File: src/rtl/sorted_deadline_timer_queue_top_defines.svh
// Assertion macros for the sorted deadline timer queue.
// Included by the top level; expects clk and rst_n in scope.
`ifndef SORTED_DEADLINE_TIMER_QUEUE_TOP_DEFINES_SVH
`define SORTED_DEADLINE_TIMER_QUEUE_TOP_DEFINES_SVH

// Same-cycle implication, checked out of reset.
`define SDTQ_ASSERT_IMP(lbl, ante, cons, msg) \
  lbl: assert property (@(posedge clk) disable iff (!rst_n) (ante) |-> (cons)) \
    else $error(msg);

// Next-cycle implication, checked out of reset.
`define SDTQ_ASSERT_NXT(lbl, ante, cons, msg) \
  lbl: assert property (@(posedge clk) disable iff (!rst_n) (ante) |=> (cons)) \
    else $error(msg);

`endif

File: src/rtl/sdtq_pkg.sv
// Shared types, constants and helpers for the sorted deadline timer queue.
// No dependencies; used by the entry RAM, the controller and the top level.
package sdtq_pkg;

  localparam int DEPTH      = 16;
  localparam int PTR_W      = $clog2(DEPTH);
  localparam int CNT_W      = $clog2(DEPTH + 1);
  localparam int DL_W       = 32;
  localparam int TAG_W      = 16;
  localparam int DLY_CFG_W  = 16;
  localparam int CFG_IDX_W  = 1;
  localparam int CFG_DATA_W = 16;
  localparam int IN_DATA_W  = 80;
  localparam int OUT_DATA_W = 56;
  localparam int OUT_PAD_W  = OUT_DATA_W - (1 + TAG_W + DL_W + 1);

  // Request codes
  localparam logic REQ_SET  = 1'b0;
  localparam logic REQ_TICK = 1'b1;

  // Configuration register indexes
  localparam logic [CFG_IDX_W-1:0] REG_RESCHED_EN  = 1'd0;
  localparam logic [CFG_IDX_W-1:0] REG_RESCHED_DLY = 1'd1;

  typedef enum logic [1:0] {
    KIND_ACK      = 2'd0,
    KIND_FIRED    = 2'd1,
    KIND_SCAN_END = 2'd2
  } kind_t;

  typedef struct packed {
    logic [DL_W-1:0]  deadline;
    logic [TAG_W-1:0] tag;
  } entry_t;

  typedef struct packed {
    logic             rd_en;
    logic [PTR_W-1:0] rd_addr;
    logic             wr_en;
    logic [PTR_W-1:0] wr_addr;
    entry_t           wr_data;
  } mem_req_t;

  typedef struct packed {
    logic                 resched_en;
    logic [DLY_CFG_W-1:0] resched_dly;
  } cfg_t;

  function automatic logic [PTR_W-1:0] ptr_inc(input logic [PTR_W-1:0] p);
    return (p == PTR_W'(DEPTH - 1)) ? '0 : p + PTR_W'(1);
  endfunction

  function automatic logic [PTR_W-1:0] ptr_dec(input logic [PTR_W-1:0] p);
    return (p == '0) ? PTR_W'(DEPTH - 1) : p - PTR_W'(1);
  endfunction

  function automatic logic [DL_W-1:0] sat_add(input logic [DL_W-1:0] a,
                                              input logic [DL_W-1:0] b);
    logic [DL_W:0] s;
    s = {1'b0, a} + {1'b0, b};
    return s[DL_W] ? '1 : s[DL_W-1:0];
  endfunction

endpackage

File: src/rtl/sdtq_entry_ram.sv
// Entry store: DEPTH deadline/tag pairs, one write and one read port.
// Registered read; depends on sdtq_pkg.
module sdtq_entry_ram (
  input  logic              clk,
  input  sdtq_pkg::mem_req_t mem_req,
  output sdtq_pkg::entry_t  rd_data
);
  import sdtq_pkg::*;

  entry_t mem [DEPTH];
  entry_t rd_data_r;

  always_ff @(posedge clk) begin
    if (mem_req.wr_en) begin
      mem[mem_req.wr_addr] <= mem_req.wr_data;
    end
    // hold read data between reads
    if (mem_req.rd_en) begin
      rd_data_r <= mem[mem_req.rd_addr];
    end
  end

  assign rd_data = rd_data_r;

endmodule

File: src/rtl/sdtq_ctrl.sv
// Queue controller: circular sorted list in the entry RAM, insert walk and
// expiry scan, plus the result register. Depends on sdtq_pkg.
module sdtq_ctrl (
  input  logic                         clk,
  input  logic                         rst_n,
  input  sdtq_pkg::cfg_t               cfg,
  input  logic                         in_valid,
  output logic                         in_ready,
  input  logic                         in_req,
  input  logic [sdtq_pkg::DL_W-1:0]    in_now,
  input  logic [sdtq_pkg::DL_W-1:0]    in_delay,
  input  logic [sdtq_pkg::TAG_W-1:0]   in_tag,
  output logic                         out_valid,
  input  logic                         out_ready,
  output sdtq_pkg::kind_t              out_kind,
  output logic                         out_ovf,
  output logic [sdtq_pkg::TAG_W-1:0]   out_tag,
  output logic [sdtq_pkg::DL_W-1:0]    out_dl,
  output logic                         out_arm,
  output logic                         out_last,
  output sdtq_pkg::mem_req_t           mem_req,
  input  sdtq_pkg::entry_t             rd_data
);
  import sdtq_pkg::*;

  typedef enum logic [2:0] {
    ST_IDLE,
    ST_INS_BEGIN,
    ST_INS_SHIFT,
    ST_INS_PUT,
    ST_SET_ACK,
    ST_EXP_RD,
    ST_EXP_CHK
  } state_t;

  state_t            state_r, state_nxt;
  logic              req_r, req_nxt;
  logic [DL_W-1:0]   now_r, now_nxt;
  logic [DL_W-1:0]   new_dl_r, new_dl_nxt;
  logic [TAG_W-1:0]  new_tag_r, new_tag_nxt;
  logic [PTR_W-1:0]  head_r, head_nxt;
  logic [PTR_W-1:0]  tail_r, tail_nxt;
  logic [CNT_W-1:0]  cnt_r, cnt_nxt;
  logic [PTR_W-1:0]  p_r, p_nxt;
  logic [PTR_W-1:0]  w_r, w_nxt;
  logic [PTR_W-1:0]  j_r, j_nxt;
  logic              dropped_r, dropped_nxt;
  logic              is_head_r, is_head_nxt;
  logic              out_valid_r, out_valid_nxt;
  kind_t             out_kind_r, out_kind_nxt;
  logic              out_ovf_r, out_ovf_nxt;
  logic [TAG_W-1:0]  out_tag_r, out_tag_nxt;
  logic [DL_W-1:0]   out_dl_r, out_dl_nxt;
  logic              out_arm_r, out_arm_nxt;
  logic              out_last_r, out_last_nxt;

  logic              out_free;
  logic              accept;
  logic [DL_W-1:0]   add_b;
  entry_t            new_entry;
  entry_t            no_entry;

  assign in_ready  = (state_r == ST_IDLE);
  assign accept    = in_valid && in_ready;
  assign out_free  = !out_valid_r || out_ready;
  assign add_b     = (in_req == REQ_SET) ? in_delay : DL_W'(cfg.resched_dly);
  assign new_entry = '{deadline: new_dl_r, tag: new_tag_r};
  assign no_entry  = '{deadline: '0, tag: '0};

  always_comb begin
    state_nxt     = state_r;
    req_nxt       = req_r;
    now_nxt       = now_r;
    new_dl_nxt    = new_dl_r;
    new_tag_nxt   = new_tag_r;
    head_nxt      = head_r;
    tail_nxt      = tail_r;
    cnt_nxt       = cnt_r;
    p_nxt         = p_r;
    w_nxt         = w_r;
    j_nxt         = j_r;
    dropped_nxt   = dropped_r;
    is_head_nxt   = is_head_r;
    out_valid_nxt = out_valid_r && !out_ready;
    out_kind_nxt  = out_kind_r;
    out_ovf_nxt   = out_ovf_r;
    out_tag_nxt   = out_tag_r;
    out_dl_nxt    = out_dl_r;
    out_arm_nxt   = out_arm_r;
    out_last_nxt  = out_last_r;
    mem_req       = '{rd_en: 1'b0, rd_addr: '0, wr_en: 1'b0, wr_addr: '0,
                      wr_data: no_entry};

    unique case (state_r)
      ST_IDLE: begin
        if (accept) begin
          req_nxt     = in_req;
          now_nxt     = in_now;
          new_dl_nxt  = sat_add(in_now, add_b);
          new_tag_nxt = (in_req == REQ_SET) ? in_tag : '0;
          dropped_nxt = 1'b0;
          is_head_nxt = 1'b0;
          if (in_req == REQ_SET || cfg.resched_en) begin
            state_nxt = ST_INS_BEGIN;
          end else begin
            state_nxt = ST_EXP_RD;
          end
        end
      end

      ST_INS_BEGIN: begin
        if (cnt_r == CNT_W'(DEPTH)) begin
          dropped_nxt = 1'b1;
          state_nxt   = (req_r == REQ_SET) ? ST_SET_ACK : ST_EXP_RD;
        end else if (cnt_r == '0) begin
          mem_req.wr_en   = 1'b1;
          mem_req.wr_addr = tail_r;
          mem_req.wr_data = new_entry;
          is_head_nxt     = 1'b1;
          cnt_nxt         = cnt_r + CNT_W'(1);
          tail_nxt        = ptr_inc(tail_r);
          state_nxt       = (req_r == REQ_SET) ? ST_SET_ACK : ST_EXP_RD;
        end else begin
          // start the backward walk at the last entry
          mem_req.rd_en   = 1'b1;
          mem_req.rd_addr = ptr_dec(tail_r);
          p_nxt           = ptr_dec(tail_r);
          w_nxt           = tail_r;
          j_nxt           = PTR_W'(cnt_r - CNT_W'(1));
          state_nxt       = ST_INS_SHIFT;
        end
      end

      ST_INS_SHIFT: begin
        mem_req.wr_en   = 1'b1;
        mem_req.wr_addr = w_r;
        if (rd_data.deadline > new_dl_r) begin
          // move the later entry up one slot
          mem_req.wr_data = rd_data;
          if (j_r == '0) begin
            state_nxt = ST_INS_PUT;
          end else begin
            mem_req.rd_en   = 1'b1;
            mem_req.rd_addr = ptr_dec(p_r);
            w_nxt           = p_r;
            p_nxt           = ptr_dec(p_r);
            j_nxt           = j_r - PTR_W'(1);
          end
        end else begin
          mem_req.wr_data = new_entry;
          is_head_nxt     = 1'b0;
          cnt_nxt         = cnt_r + CNT_W'(1);
          tail_nxt        = ptr_inc(tail_r);
          state_nxt       = (req_r == REQ_SET) ? ST_SET_ACK : ST_EXP_RD;
        end
      end

      ST_INS_PUT: begin
        mem_req.wr_en   = 1'b1;
        mem_req.wr_addr = p_r;
        mem_req.wr_data = new_entry;
        is_head_nxt     = 1'b1;
        cnt_nxt         = cnt_r + CNT_W'(1);
        tail_nxt        = ptr_inc(tail_r);
        state_nxt       = (req_r == REQ_SET) ? ST_SET_ACK : ST_EXP_RD;
      end

      ST_SET_ACK: begin
        if (out_free) begin
          out_valid_nxt = 1'b1;
          out_kind_nxt  = KIND_ACK;
          out_ovf_nxt   = dropped_r;
          out_tag_nxt   = '0;
          out_dl_nxt    = '0;
          out_arm_nxt   = is_head_r;
          out_last_nxt  = 1'b1;
          state_nxt     = ST_IDLE;
        end
      end

      ST_EXP_RD: begin
        mem_req.rd_en   = 1'b1;
        mem_req.rd_addr = head_r;
        state_nxt       = ST_EXP_CHK;
      end

      ST_EXP_CHK: begin
        if (out_free) begin
          if (cnt_r != '0 && rd_data.deadline <= now_r) begin
            // pop the head and fetch the next one
            out_valid_nxt   = 1'b1;
            out_kind_nxt    = KIND_FIRED;
            out_ovf_nxt     = 1'b0;
            out_tag_nxt     = rd_data.tag;
            out_dl_nxt      = rd_data.deadline;
            out_arm_nxt     = 1'b0;
            out_last_nxt    = 1'b0;
            head_nxt        = ptr_inc(head_r);
            cnt_nxt         = cnt_r - CNT_W'(1);
            mem_req.rd_en   = 1'b1;
            mem_req.rd_addr = ptr_inc(head_r);
          end else begin
            out_valid_nxt = 1'b1;
            out_kind_nxt  = KIND_SCAN_END;
            out_ovf_nxt   = dropped_r;
            out_tag_nxt   = '0;
            out_dl_nxt    = '0;
            out_arm_nxt   = (cnt_r != '0);
            out_last_nxt  = 1'b1;
            state_nxt     = ST_IDLE;
          end
        end
      end

      default: state_nxt = ST_IDLE;
    endcase
  end

  always_ff @(posedge clk) begin
    if (!rst_n) begin
      state_r     <= ST_IDLE;
      head_r      <= '0;
      tail_r      <= '0;
      cnt_r       <= '0;
      out_valid_r <= 1'b0;
    end else begin
      state_r     <= state_nxt;
      head_r      <= head_nxt;
      tail_r      <= tail_nxt;
      cnt_r       <= cnt_nxt;
      out_valid_r <= out_valid_nxt;
    end
    req_r      <= req_nxt;
    now_r      <= now_nxt;
    new_dl_r   <= new_dl_nxt;
    new_tag_r  <= new_tag_nxt;
    p_r        <= p_nxt;
    w_r        <= w_nxt;
    j_r        <= j_nxt;
    dropped_r  <= dropped_nxt;
    is_head_r  <= is_head_nxt;
    out_kind_r <= out_kind_nxt;
    out_ovf_r  <= out_ovf_nxt;
    out_tag_r  <= out_tag_nxt;
    out_dl_r   <= out_dl_nxt;
    out_arm_r  <= out_arm_nxt;
    out_last_r <= out_last_nxt;
  end

  assign out_valid = out_valid_r;
  assign out_kind  = out_kind_r;
  assign out_ovf   = out_ovf_r;
  assign out_tag   = out_tag_r;
  assign out_dl    = out_dl_r;
  assign out_arm   = out_arm_r;
  assign out_last  = out_last_r;

endmodule

File: src/rtl/sorted_deadline_timer_queue_top.sv
// Channel  | Beat contents                                   | Direction
// in_      | tuser: req_type; tdata: now, delay, tag         | slave
// out_     | tuser: kind; tlast: last; tdata: ovf..arm_timer  | master
// cfg_     | index, data (resched_enable, resched_delay)     | write only
//
// Set request: acknowledged once the insert is done; the insert walks backward
// from the tail through the entry RAM, one entry moved per cycle on its single
// write port.
// Tick: same insert when reschedule is on, then an expiry scan that fires each
// expired entry in turn, paced by the registered RAM read of the head.
// Synchronous active-low reset; no clearing pass, the entry count masks stale
// slots. A stalled result holds the controller until the beat is taken.
//
// Top level: configuration registers, controller and entry RAM.
// Depends on sdtq_pkg, sdtq_ctrl, sdtq_entry_ram and the assertion macros.
`include "sorted_deadline_timer_queue_top_defines.svh"

module sorted_deadline_timer_queue_top (
  input  logic                             clk,
  input  logic                             rst_n,
  input  logic                             cfg_valid,
  output logic                             cfg_ready,
  input  logic [sdtq_pkg::CFG_IDX_W-1:0]   cfg_index,
  input  logic [sdtq_pkg::CFG_DATA_W-1:0]  cfg_data,
  input  logic                             in_tvalid,
  output logic                             in_tready,
  input  logic [sdtq_pkg::IN_DATA_W-1:0]   in_tdata,   // now, delay, tag
  input  logic [0:0]                       in_tuser,   // req_type
  output logic                             out_tvalid,
  input  logic                             out_tready,
  output logic [sdtq_pkg::OUT_DATA_W-1:0]  out_tdata,  // overflow, fired_tag,
                                                        // fired_deadline, arm_timer
  output logic [1:0]                       out_tuser,  // kind
  output logic                             out_tlast
);
  import sdtq_pkg::*;

  cfg_t              cfg_r, cfg_nxt;
  mem_req_t          mem_req;
  entry_t            rd_data;
  kind_t             out_kind;
  logic              out_ovf;
  logic [TAG_W-1:0]  out_tag;
  logic [DL_W-1:0]   out_dl;
  logic              out_arm;

  assign cfg_ready = 1'b1;

  always_comb begin
    cfg_nxt = cfg_r;
    if (cfg_valid && cfg_ready) begin
      unique case (cfg_index)
        REG_RESCHED_EN:  cfg_nxt.resched_en  = cfg_data[0];
        REG_RESCHED_DLY: cfg_nxt.resched_dly = cfg_data[DLY_CFG_W-1:0];
        default: ;
      endcase
    end
  end

  always_ff @(posedge clk) begin
    if (!rst_n) begin
      cfg_r <= '{resched_en: 1'b1, resched_dly: DLY_CFG_W'(1)};
    end else begin
      cfg_r <= cfg_nxt;
    end
  end

  sdtq_ctrl u_ctrl (
    .clk       (clk),
    .rst_n     (rst_n),
    .cfg       (cfg_r),
    .in_valid  (in_tvalid),
    .in_ready  (in_tready),
    .in_req    (in_tuser[0]),
    .in_now    (in_tdata[DL_W-1:0]),
    .in_delay  (in_tdata[2*DL_W-1:DL_W]),
    .in_tag    (in_tdata[2*DL_W+TAG_W-1:2*DL_W]),
    .out_valid (out_tvalid),
    .out_ready (out_tready),
    .out_kind  (out_kind),
    .out_ovf   (out_ovf),
    .out_tag   (out_tag),
    .out_dl    (out_dl),
    .out_arm   (out_arm),
    .out_last  (out_tlast),
    .mem_req   (mem_req),
    .rd_data   (rd_data)
  );

  sdtq_entry_ram u_ram (
    .clk     (clk),
    .mem_req (mem_req),
    .rd_data (rd_data)
  );

  assign out_tuser = out_kind;
  assign out_tdata = {OUT_PAD_W'(0), out_arm, out_dl, out_tag, out_ovf};

  `SDTQ_ASSERT_IMP(a_no_same_addr, mem_req.wr_en && mem_req.rd_en,
                   mem_req.wr_addr != mem_req.rd_addr, "RAM read and write hit one entry")
  `SDTQ_ASSERT_IMP(a_no_write_idle, in_tready, !mem_req.wr_en,
                   "RAM write while idle")
  `SDTQ_ASSERT_NXT(a_busy_after_accept, in_tvalid && in_tready, !in_tready,
                   "input taken while an item is in progress")

endmodule

File: config.mk
export PLATFORM = sky130hd
export DESIGN_NAME = sorted_deadline_timer_queue_top
export DESIGN_NICKNAME = d
export VERILOG_FILES = /design/src/rtl/sdtq_pkg.sv /design/src/rtl/sdtq_entry_ram.sv /design/src/rtl/sdtq_ctrl.sv /design/src/rtl/sorted_deadline_timer_queue_top.sv
export VERILOG_INCLUDE_DIRS = /design/src /design/src/rtl
export SDC_FILE = /design/constraint.sdc
export NUM_CORES = 1
export LEC_CHECK = 0
export ABC_AREA = 1
export BUFFER_PORTS_ARGS = -buffer_cell sky130_fd_sc_hd__buf_2
export CAP_MARGIN = 20
export CORE_ASPECT_RATIO = 0.9
export CORE_MARGIN = 3
export CORE_UTILIZATION = 46
export CTS_CLUSTER_DIAMETER = 200
export DETAILED_ROUTE_END_ITERATION = 10
export SLEW_MARGIN = 20
export SYNTH_ARGS = -nofsm -noshare
export SYNTH_HDL_FRONTEND = slang
export SYNTH_HIERARCHICAL = 1
export SYNTH_SLANG_ARGS = --single-unit
File: constraint.sdc
create_clock -name clk -period 5.7 [get_ports clk]
set_clock_uncertainty 0.05 [all_clocks]
set_input_delay 0.855 -clock clk [delete_from_list [all_inputs] [get_ports clk]]
set_output_delay 0.855 -clock clk [all_outputs]
set_load 0.01 [all_outputs]
==> flow_summary.html <==
<table>
<tr><th>Metric</th><th>Value</th></tr>
<tr><th colspan="2">Outcome</th></tr>
<tr><td>Outcome</td><td>complete, no violations</td></tr>
<tr><th colspan="2">Power and ir drop</th></tr>
<tr><td>Standby leakage power</td><td>22.7 nW</td></tr>
<tr><td>Total power divided by cell area</td><td>495 mW/mm²</td></tr>
<tr><td>Overall power</td><td>0.0258 W</td></tr>
<tr><td>VDD IR-drop max</td><td>0.508 mV</td></tr>
<tr><th colspan="2">Worst setup path</th></tr>
<tr><td>Largest driver fanout on the critical path</td><td>123</td></tr>
<tr><td>CP Capture Type</td><td>register</td></tr>
<tr><td>Slack of the worst reg-to-reg path</td><td>1.27 ns</td></tr>
<tr><td>Crit path DAT</td><td>4.76 ns</td></tr>
<tr><td>Critical Path Start Type</td><td>register</td></tr>
<tr><td>Req. time, crit path</td><td>6.04 ns</td></tr>
<tr><td>Kind of critical path</td><td>register to register</td></tr>
<tr><th colspan="2">Global route</th></tr>
<tr><td>Number of global-route vias before repair</td><td>30100</td></tr>
<tr><td>Initial antenna violation count</td><td>0</td></tr>
<tr><td>Maximum number of pins on one net before global-route repair</td><td>193</td></tr>
<tr><td>GR Util All Layers</td><td>0.234</td></tr>
<tr><td>Gr ovfl total</td><td>0</td></tr>
<tr><td>Global-route wire length before repair</td><td>186000 µm</td></tr>
<tr><th colspan="2">Yosys</th></tr>
<tr><td>Mean instance size in the synthesized netlist</td><td>9.98 µm²</td></tr>
<tr><td>Total of flip-flops plus latches after synthesis</td><td>998</td></tr>
<tr><td>Unique masters post-synth</td><td>52</td></tr>
<tr><td>Most common flop cell mapped by yosys</td><td>edfxtp_1</td></tr>
<tr><td>Yosys warning total</td><td>6</td></tr>
<tr><td>Fraction of synthesis flops using an asynchronous set or reset pin</td><td>0</td></tr>
<tr><td>Sequential cell area fraction in the yosys report</td><td>0.644</td></tr>
<tr><td>Number of flops mapped to enable cells by yosys</td><td>964</td></tr>
<tr><td>Cell count after synthesis</td><td>4608</td></tr>
<tr><td>Post-synthesis instance area</td><td>0.0460 mm²</td></tr>
<tr><th colspan="2">Cells and area</th></tr>
<tr><td>Top library cells by usage in the layout, fill and taps aside</td><td>1320 x nand2_1, 964 x edfxtp_1, 841 x inv_1</td></tr>
<tr><td>Antenna cells</td><td>0</td></tr>
<tr><td>Design Area, Final</td><td>0.0520 mm²</td></tr>
<tr><td>Core occupancy in the finished layout</td><td>0.527</td></tr>
<tr><td>Synthesis-to-layout area growth</td><td>13.2%</td></tr>
<tr><td>Proportion of layout cells with a drive suffix above 1</td><td>0.0969</td></tr>
<tr><td>Layout net count</td><td>4988</td></tr>
<tr><td>Most frequent standard cell in the layout excluding fill and tap cells</td><td>nand2_1</td></tr>
<tr><th colspan="2">STA</th></tr>
<tr><td>Min cycle time layout</td><td>4.43 ns</td></tr>
<tr><td>Least-Margin Pin Slew</td><td>1.25 ns</td></tr>
<tr><td>Setup-violating endpoint count in the final report</td><td>0</td></tr>
<tr><td>Maximum clock frequency</td><td>0.226 GHz</td></tr>
<tr><td>Final hold violations</td><td>0</td></tr>
<tr><td>Period utilisation layout</td><td>0.776</td></tr>
<tr><td>Worst setup slack after layout</td><td>1.27 ns</td></tr>
<tr><td>Remaining max-slew budget at the tightest pin</td><td>0.170</td></tr>
<tr><td>Max-slew violation count</td><td>0</td></tr>
<tr><td>RSZ-0062 raised after global routing</td><td>no</td></tr>
<tr><td>TNS Setup</td><td>0 ns</td></tr>
<tr><th colspan="2">Clock network</th></tr>
<tr><td>CTS tree</td><td>done</td></tr>
<tr><td>Number of buffers on the longest clock path</td><td>3</td></tr>
<tr><td>Clock transition at the registers of the reported paths</td><td>0.06 ns</td></tr>
<tr><td>Count of hold buffers inserted by post-cts repair</td><td>0</td></tr>
<tr><td>H-tree depth</td><td>3</td></tr>
<tr><td>Total clock buffers created by CTS</td><td>104</td></tr>
<tr><td>Count of buffers added by post-CTS timing repair for setup</td><td>0</td></tr>
<tr><td>Buffer cell driving the clock tree root</td><td>clkbuf_16</td></tr>
<tr><td>Insertion delay of the later-clocked pin in the worst-skew pair</td><td>0.68 ns</td></tr>
<tr><td>Resized Gates After CTS</td><td>0</td></tr>
<tr><td>Clock sinks</td><td>998</td></tr>
<tr><th colspan="2">Detailed routing</th></tr>
<tr><td>Avg WL per Cell</td><td>19.8 µm</td></tr>
<tr><td>First-pass iteration count of the detailed router</td><td>5</td></tr>
<tr><td>Routed wire length</td><td>123000 µm</td></tr>
<tr><td>Number of vias after detailed routing</td><td>31900</td></tr>
<tr><td>Iteration-0 DRC Markers</td><td>2853</td></tr>
<tr><td>Routed Antenna Nets</td><td>0</td></tr>
<tr><td>Number of design rule violations left after detail routing</td><td>0</td></tr>
<tr><td>Vias per Instance</td><td>5.15</td></tr>
<tr><th colspan="2">Hold path</th></tr>
<tr><td>Type of the most critical hold path</td><td>primary input to register</td></tr>
<tr><th colspan="2">Placed design</th></tr>
<tr><td>Worst-case setup slack after placement</td><td>1.26 ns</td></tr>
<tr><td>Final HPWL DP</td><td>69300 µm</td></tr>
<tr><td>Placed standard-cell area</td><td>0.0486 mm²</td></tr>
<tr><td>Global placement routability congestion</td><td>0.866</td></tr>
<tr><td>Number of I/O port buffers</td><td>157</td></tr>
<tr><th colspan="2">Floorplan</th></tr>
<tr><td>Vertical die dimension</td><td>306 µm</td></tr>
<tr><td>Die area</td><td>0.104 mm²</td></tr>
<tr><td>Width of the chip</td><td>339 µm</td></tr>
<tr><td>Num rows</td><td>109</td></tr>
<tr><td>Starting utilization of the core area</td><td>0.466</td></tr>
<tr><td># IOs</td><td>165</td></tr>
<tr><td>Area inside the core boundary</td><td>0.0987 mm²</td></tr>
<tr><th colspan="2">Run</th></tr>
<tr><td>Maximum Capacitance Violations</td><td>0</td></tr>
</table>
path summary, 6_finish.rpt:
check,cells after the start,end,startpoint
max,19,u_ram/rd_data[37],u_ram/rd_data[43]
min,1,u_ctrl/now_r[0],in_tdata[0]
max reg2reg,19,u_ram/rd_data[37],u_ram/rd_data[43]
min reg2reg,2,cfg_r[0],cfg_r[0]
cell families (layout without fill, tap and decap cells):
group	Yosys count	count (layout)	synth area share
multiplexers	2	2	0.000435
other	2	7	0.000163
AO/OA/AOI/OAI	217	217	0.0277
buffers and inverters	1049	1299	0.0926
XOR/XNOR	25	25	0.00476
flip-flops	998	998	0.644
AND/OR/NAND/NOR	2210	2210	0.201
adder cells (fa/ha/maj)	105	105	0.0287
layout make-up:
cell class                 instances  area, µm²
multi-input combinational       2566      12300
tap                             1332       1670
inverter                         849       3210
sequential                       998      29600
fill                            8806      46700
timing repair buffer             261       1800
clock buffer                     126       2730
clock inverter                    63        691
flip-flops by register name, indices dropped and copies added, names as in the netlist, 5 cells and up:
signal            flops
u_ctrl/new_tag_r     16
u_ctrl/now_r         32
u_ctrl/cnt_r          5
u_ctrl/new_dl_r      32
u_ram/mem           768
cfg_r                17
u_ctrl/out_tag       16
u_ctrl/out_dl        32
u_ram/rd_data        48
power by group:
group	internal, W	switching [W]
sequential	0.00989	0.000314
combinational	0.00251	0.00626
clock	0.00395	0.00284
total	0.0164	0.00941
per-stage QoR:
step,hold slack [ns],std cells
global placement,0.390,6003
detailed placement,0.393,6003
floorplan,0.379,4613
global route,0.303,6195
finish,0.336,6195
CTS,0.297,6192
layer usage:
layer  vias up  routed length (µm)  part of all wire  global-route usage
met5         -                   0                 0                   0
met4         0                2470             0.020              0.0552
met3       157                7400             0.060              0.0267
met2       957               59100              0.48               0.392
met1     15500               54000              0.44               0.329
li1      15300                   -                 -                   -
synth_stat cells (3+ instances only):
cell type  number  area [µm²]
ha_1          104        1300
nor2_1        205         769
buf_2         112         561
o21ai_1         5        25.0
a31oi_1         9        56.3
xnor2_1        10        87.6
dfxtp_1        34         681
nand3_1       626        3130
or2_2           7        43.8
o22ai_1        32         200
a22oi_1         4        30.0
buf_1           9        33.8
inv_2           4        15.0
edfxtp_1      964       28900
clkbuf_1       39         146
a21o_1          9        67.6
xor2_1         15         131
buf_4          33         248
nor3_1         14        70.1
nand2_2         5        31.3
buf_6           7        78.8
nand2_1      1320        4950
a21oi_1        73         365
inv_1         843        3160
o21a_1         10        75.1
a21oi_2         4        35.0
nand4_1        15        93.8
nor2_2          3        18.8
o221ai_1        3        26.3
nand3_2         4        40.0
nand3b_1        4        30.0
o21ai_0        55         275
critical path: stages (launching register included):
cell	delay (ns)
edfxtp_1	0.49
ha_1	0.35
nand2_1	0.06
nor2_1	0.10
nand2_1	0.13
nor4_2	0.29
nand4_1	0.13
nand2_1	0.29
nand2_4	0.07
nor2_2	0.18
nand3b_1	0.12
nand4_1	0.25
clkinv_8	0.50
buf_4	0.47
nand2_1	0.10
nand2_1	0.05
nand2_1	0.05
nand3_1	0.08
nand3_1	0.10
nand2_1	0.12
Power figures use the tool's default switching activity.
